--- src/rtl/core/tcse_pkg.sv ---
package tcse_pkg;

    localparam int PC_W           = 16;
    localparam int WORD_W         = 20;
    localparam int BYTE_W         = 8;
    localparam int REG_W          = 32;
    localparam int RIDX_W         = 4;
    localparam int REG_N          = 16;
    localparam int KIND_W         = 2;
    localparam int PROG_DEPTH_DEF = 16384;
    localparam int DATA_DEPTH_DEF = 65536;

    typedef enum logic [KIND_W-1:0] {
        KIND_STEP = 2'd0,
        KIND_PROG = 2'd1,
        KIND_DATA = 2'd2
    } t_kind;

    typedef enum logic [3:0] {
        OP_ADD  = 4'd0,
        OP_LDA  = 4'd2,
        OP_LDB  = 4'd3,
        OP_BEQ  = 4'd4,
        OP_JMP  = 4'd14,
        OP_HALT = 4'd15
    } t_op;

    typedef struct packed {
        logic              req;
        logic              we;
        logic [REG_W-1:0]  addr;
        logic [BYTE_W-1:0] wdata;
    } t_dm_req;

    typedef struct packed {
        logic              busy;
        logic              done;
        logic [BYTE_W-1:0] rdata;
    } t_dm_rsp;

endpackage

--- src/rtl/core/tcse_regfile.sv ---
module tcse_regfile (
    input  logic                        i_clk,
    input  logic                        i_rst_n,
    input  logic                        i_re,
    input  logic [tcse_pkg::RIDX_W-1:0] i_raddr_a,
    input  logic [tcse_pkg::RIDX_W-1:0] i_raddr_b,
    input  logic                        i_we,
    input  logic [tcse_pkg::RIDX_W-1:0] i_waddr,
    input  logic [tcse_pkg::REG_W-1:0]  i_wdata,
    output logic [tcse_pkg::REG_W-1:0]  o_rdata_a,
    output logic [tcse_pkg::REG_W-1:0]  o_rdata_b
);
    import tcse_pkg::*;

    logic [REG_W-1:0] r_mem [REG_N];
    logic [REG_N-1:0] r_valid;
    logic [REG_W-1:0] r_rdata_a;
    logic [REG_W-1:0] r_rdata_b;
    logic             r_va;
    logic             r_vb;

    always_ff @(posedge i_clk) begin
        if (i_we) begin
            r_mem[i_waddr] <= i_wdata;
        end
        if (i_re) begin
            r_rdata_a <= r_mem[i_raddr_a];
            r_rdata_b <= r_mem[i_raddr_b];
        end
    end

    always_ff @(posedge i_clk) begin
        if (!i_rst_n) begin
            r_valid <= '0;
            r_va    <= 1'b0;
            r_vb    <= 1'b0;
        end else begin
            if (i_we) begin
                r_valid[i_waddr] <= 1'b1;
            end
            if (i_re) begin
                r_va <= r_valid[i_raddr_a];
                r_vb <= r_valid[i_raddr_b];
            end
        end
    end

    assign o_rdata_a = r_va ? r_rdata_a : '0;
    assign o_rdata_b = r_vb ? r_rdata_b : '0;

endmodule

--- config.mk ---
export PLATFORM = sky130hd
export DESIGN_NAME = tcse_regfile
export DESIGN_NICKNAME = d
export VERILOG_FILES = /design/src/rtl/core/tcse_pkg.sv /design/src/rtl/core/tcse_regfile.sv
export SDC_FILE = /design/constraint.sdc
export NUM_CORES = 1
export LEC_CHECK = 0
export BUFFER_PORTS_ARGS = -buffer_cell sky130_fd_sc_hd__buf_2
export CAP_MARGIN = 20
export CORE_ASPECT_RATIO = 1.2
export CORE_UTILIZATION = 56
export DETAILED_ROUTE_END_ITERATION = 8
export PLACE_DENSITY_LB_ADDON = 0.12
export SKIP_LAST_GASP = 1
export SYNTH_ARGS = -nofsm -noshare
export SYNTH_HDL_FRONTEND = slang
export SYNTH_SLANG_ARGS = --single-unit
--- constraint.sdc ---
create_clock -name i_clk -period 5.24 [get_ports i_clk]
set_clock_uncertainty 0.05 [all_clocks]
set_input_delay 0.524 -clock i_clk [delete_from_list [all_inputs] [get_ports i_clk]]
set_output_delay 0.524 -clock i_clk [all_outputs]
set_load 0.02 [all_outputs]
# ---- Word-level counts from Yosys, hierarchy flattened
# Memory sizes are Yosys's and may differ from the RTL's. A register that Yosys moved wholly into a read port is not among the register bits.
# Index checks and enable logic that the tools add are counted.
# W data, S select, Z words.
dict set report word_totals {
  out_inout_bits 64
  ramBits 512
  mem_count 1
  input_bits 48
  word_cells 20
  reg_bits 18
}
# name words word_bits rd rd_ports_with_merged_regs write_ports line
set memory_table {}
lappend memory_table {r_mem 16 32 2 2 1 tcse_regfile.sv:15} ;# logic [REG_W-1:0] r_mem [REG_N];
dict set report op_classes {
  magnitude_cmp 4
  n_mux 10
  n_bitwise 1
  n_reduce_logical 1
}
# operator n
set op_table {}
lappend op_table {{$mux W32} 2}
lappend op_table {{$or A16 B16 Y16} 1}
lappend op_table {{$lt A4 B5 Y1 const B} 3}
lappend op_table {{$bmux W1 S4} 2}
lappend op_table {{$mux W1} 5}
lappend op_table {{$demux W1 S4} 1}
lappend op_table {{$ge A4 B1 Y1 const B} 1}
lappend op_table {{$logic_and A1 B1 Y1} 1}

# ---- Depth between registers and ports, before layout
dict set report depth {
  ltp_word 5
  depth_mapped 7
  ltp_nobuf 4
}

# ---- Worst setup path after synthesis
# OpenSTA, ideal clock, no wires.
dict set report synth_path {
  path_kind {input-to-reg}
  from {input i_waddr[2] (netlist name)}
  to {memory r_mem[0][0], enable pin}
  setup_ns 0.464
  t_arrival_ns 3.293
  path_buffers 0
  path_slack_ns 1.433
  required_time_ns 4.726
  stages 2
  path_cell_list {or3b_2 nor3_1}
}
# item line
set synth_rtl {}
lappend synth_rtl {{start: declaration} tcse_regfile.sv:8} ;# input logic [tcse_pkg::RIDX_W-1:0] i_waddr,
lappend synth_rtl {{end: declaration} tcse_regfile.sv:15}
# No word-level cell before the write port.

# ---- Final worst setup path
dict set report layout_path {
  from {register r_va}
  to {output o_rdata_a[5] (netlist name)}
}
dict set report layout_between {
  elab_chain_len 1
}
# item line
set layout_lines {}
lappend layout_lines {{start: declaration} tcse_regfile.sv:19} ;# logic r_va;
lappend layout_lines {{start signal: assignment} tcse_regfile.sv:42} ;# r_va <= r_valid[i_raddr_a];
lappend layout_lines {{$mux W32} tcse_regfile.sv:48} ;# assign o_rdata_a = r_va ? r_rdata_a : '0;
lappend layout_lines {{end: declaration} tcse_regfile.sv:10} ;# output logic [tcse_pkg::REG_W-1:0] o_rdata_a,
# No other way between the ends.

==> results_dict.tcl <==
set metrics [dict create \
    slowest_delay_ns 1.05 \
    crit_chain "and2_1 > buf_2" \
    viasPerCell 6.745 \
    min_period_ns 2.772 \
    syn_area_sq_mm 0.02625 \
    cts.clk_slew.worst_paths_ns 0.06 \
    holdBufCountCts 0 \
    die_h_um 239.2 \
    outcome "completed" \
    setup_tns_ns 0 \
    required_ns 4.67 \
    rsz0062_at_grt "no" \
    clock_latency_ns 0.62 \
    hold_viol_final 0 \
    critPathLaunchType "flop" \
    num_io_pins 112 \
    yosysUniqueCellTypes 19 \
    final_nets 1287 \
    final.setup.worst_slack_ns 2.468 \
    yosysWarnings 0 \
    end_kind "output pin" \
    cp_num_buf_inv 1 \
    rrSetupSlack_ns 3.52 \
    setup_viol 0 \
    layout.cells.non_filler 1904 \
    cts_buffer_depth 3 \
    ant_nets 0 \
    initial_core_util_pct 56.99 \
    core_sq_mm 0.04605 \
    dieArea_sq_mm 0.04774 \
    antenna_found_initial 1 \
    arrival_ns 2.20 \
    ir_drop_uv 308.0 \
    grt_first_pass_wirelength_mm 90.05 \
    synthesis.instances 1121 \
    cts_resized 0 \
    htree_levels 2 \
    ys_seq_elements 594 \
    num_rows 86 \
    min_period_over_period_pct 52.90 \
    cap_violations 0 \
    crit_type "flop to output pin" \
    slowest_stage "dfxtp_2" \
    total_power_uw 10550 \
    hold_class "input port to flop" \
    cts.sinks 594 \
    yosysSeqAreaShare_pct 67.28 \
    routedWlPerCell_um 32.40 \
    worst_pin_slew_ns 1.084 \
    die_x_um 199.6 \
    grtUsageTotal_pct 27.28 \
    dp_worst_setup_slack_ns 2.187 \
    synth_fp_nets 1169 \
    power_density_mw_per_mm2 357.0 \
    area_growth_pct 12.63 \
    cp_max_fo 33 \
    max-slew-margin-rel_pct 27.71 \
    layout-drive-gt1-share_pct 44.52 \
    slew_viol_final 0 \
    vias 12840 \
    power_leakage_uw 0.009510 \
    root_buffer "clkbuf_16" \
    dp.cells 1795 \
    cp_top_family "flip-flops" \
    fin_hold_ws_ns 0.2233 \
    cts_inserted_buffers 58 \
    portBuffers 111 \
    gp_congestion 0.7318 \
    cts_setup_buffers 0 \
    drc 0 \
    drt-total-wl_mm 61.70 \
    grt_max_degree 82 \
    syn_area_per_cell_sq_um 23.41 \
    drtPass1Iterations 5 \
    max_freq_mhz 360.8 \
    hpwlAfterDp_mm 32.17 \
    drt_iter0_drc 1329 \
    cts_tree "done" \
    grt_overflow_total 0 \
    grt_pass1_vias 13740 \
]
[cell usage after synthesis]
| master | n | area, sq um |
|---|---|---|
| nand3_1 | 3 | 15.01 |
| or3b_2 | 1 | 8.760 |
| dfxtp_1 | 18 | 360.4 |
| mux4_2 | 328 | 7387 |
| nand2b_1 | 2 | 12.51 |
| nand3b_1 | 2 | 15.01 |
| and2_1 | 64 | 400.4 |
| edfxtp_1 | 576 | 17300 |
| nor2_1 | 14 | 52.55 |
| o21a_1 | 16 | 120.1 |
| buf_1 | 14 | 52.55 |
| nor2b_1 | 1 | 6.260 |
| a211o_1 | 2 | 17.52 |
| buf_6 | 20 | 225.2 |
| nor3_1 | 6 | 30.03 |
| clkbuf_1 | 34 | 127.6 |
| mux2i_1 | 4 | 40.04 |
| nand2_1 | 2 | 7.510 |
| buf_2 | 14 | 70.07 |
[kinds of logic after synthesis]
family,Yosys count,share of synthesized area (%)
flops,594,67.28
mux,332,28.30
simple gates,95,2.088
buf+inv,82,1.812
compound gates,18,0.5244
[layout make-up]
type / count / area (sq um)
clock inverter: 32 / 437.9
antenna: 1 / 2.502
sequential: 594 / 17660
tap: 616 / 770.7
clock buffer: 76 / 1593
timing repair buffer: 140 / 874.6
fill: 3141 / 16490
multi-input combinational: 445 / 8223
[flip-flops by register name, indices dropped and copies added, names as in the netlist]
name and flops:
r_rdata_a 32, r_mem 512, r_rdata_b 32, r_va 1
r_valid 16, r_vb 1
[power breakdown]
part	total [uW]	switching, uW	internal (uW)	leakage, uW
Clock	4450	1780	2670	0.000975
Combinational	692	347	345	0.00314
Sequential	5410	52.1	5360	0.00540
[worst reg2reg max path: stages (launching register included)]
cell and delay, ns:
edfxtp_1 0.41, mux4_2 0.49, mux4_2 0.51
[path summary, 6_finish.rpt]
path,startpoint,cells after the start,to
worst max-delay path,r_va,2,o_rdata_a[5]
worst min-delay path,i_wdata[31],1,r_mem[1][31]
worst max register to register,r_mem[3][25],2,r_rdata_a[25]
worst min register to register,r_valid[8],1,r_valid[8]
[cells in the final DEF, fill, tap and decap left out, types with 3 or more instances in the layout]
cell / count
clkinvlp_4: 5
buf_4: 27
clkbuf_16: 61
clkbuf_1: 14
edfxtp_1: 576
buf_12: 5
nor2_4: 12
nor3_2: 4
bufinv_16: 11
dfxtp_1: 16
nand3_1: 3
mux4_2: 328
and2_1: 64
buf_2: 104
clkinv_2: 8
mux2i_1: 4
o21a_1: 16
clkinv_1: 8
[metrics by stage]
step           util, %  cell area (sq um)
3_5_place_dp     59.77              27530
3_3_place_gp     59.77              27530
6_report         64.19              29560
4_1_cts          64.18              29560
2_1_floorplan        -              26250
5_1_grt          64.18              29560
[per-layer routing]
metal | GRT usage, % | routed length [um]
met2 | 45.66 | 31940
met3 | 4.839 | 4315
met5 | 0 | 0
met1 | 36.61 | 23550
met4 | 8.906 | 1885
(Power assumes the default switching activity.)
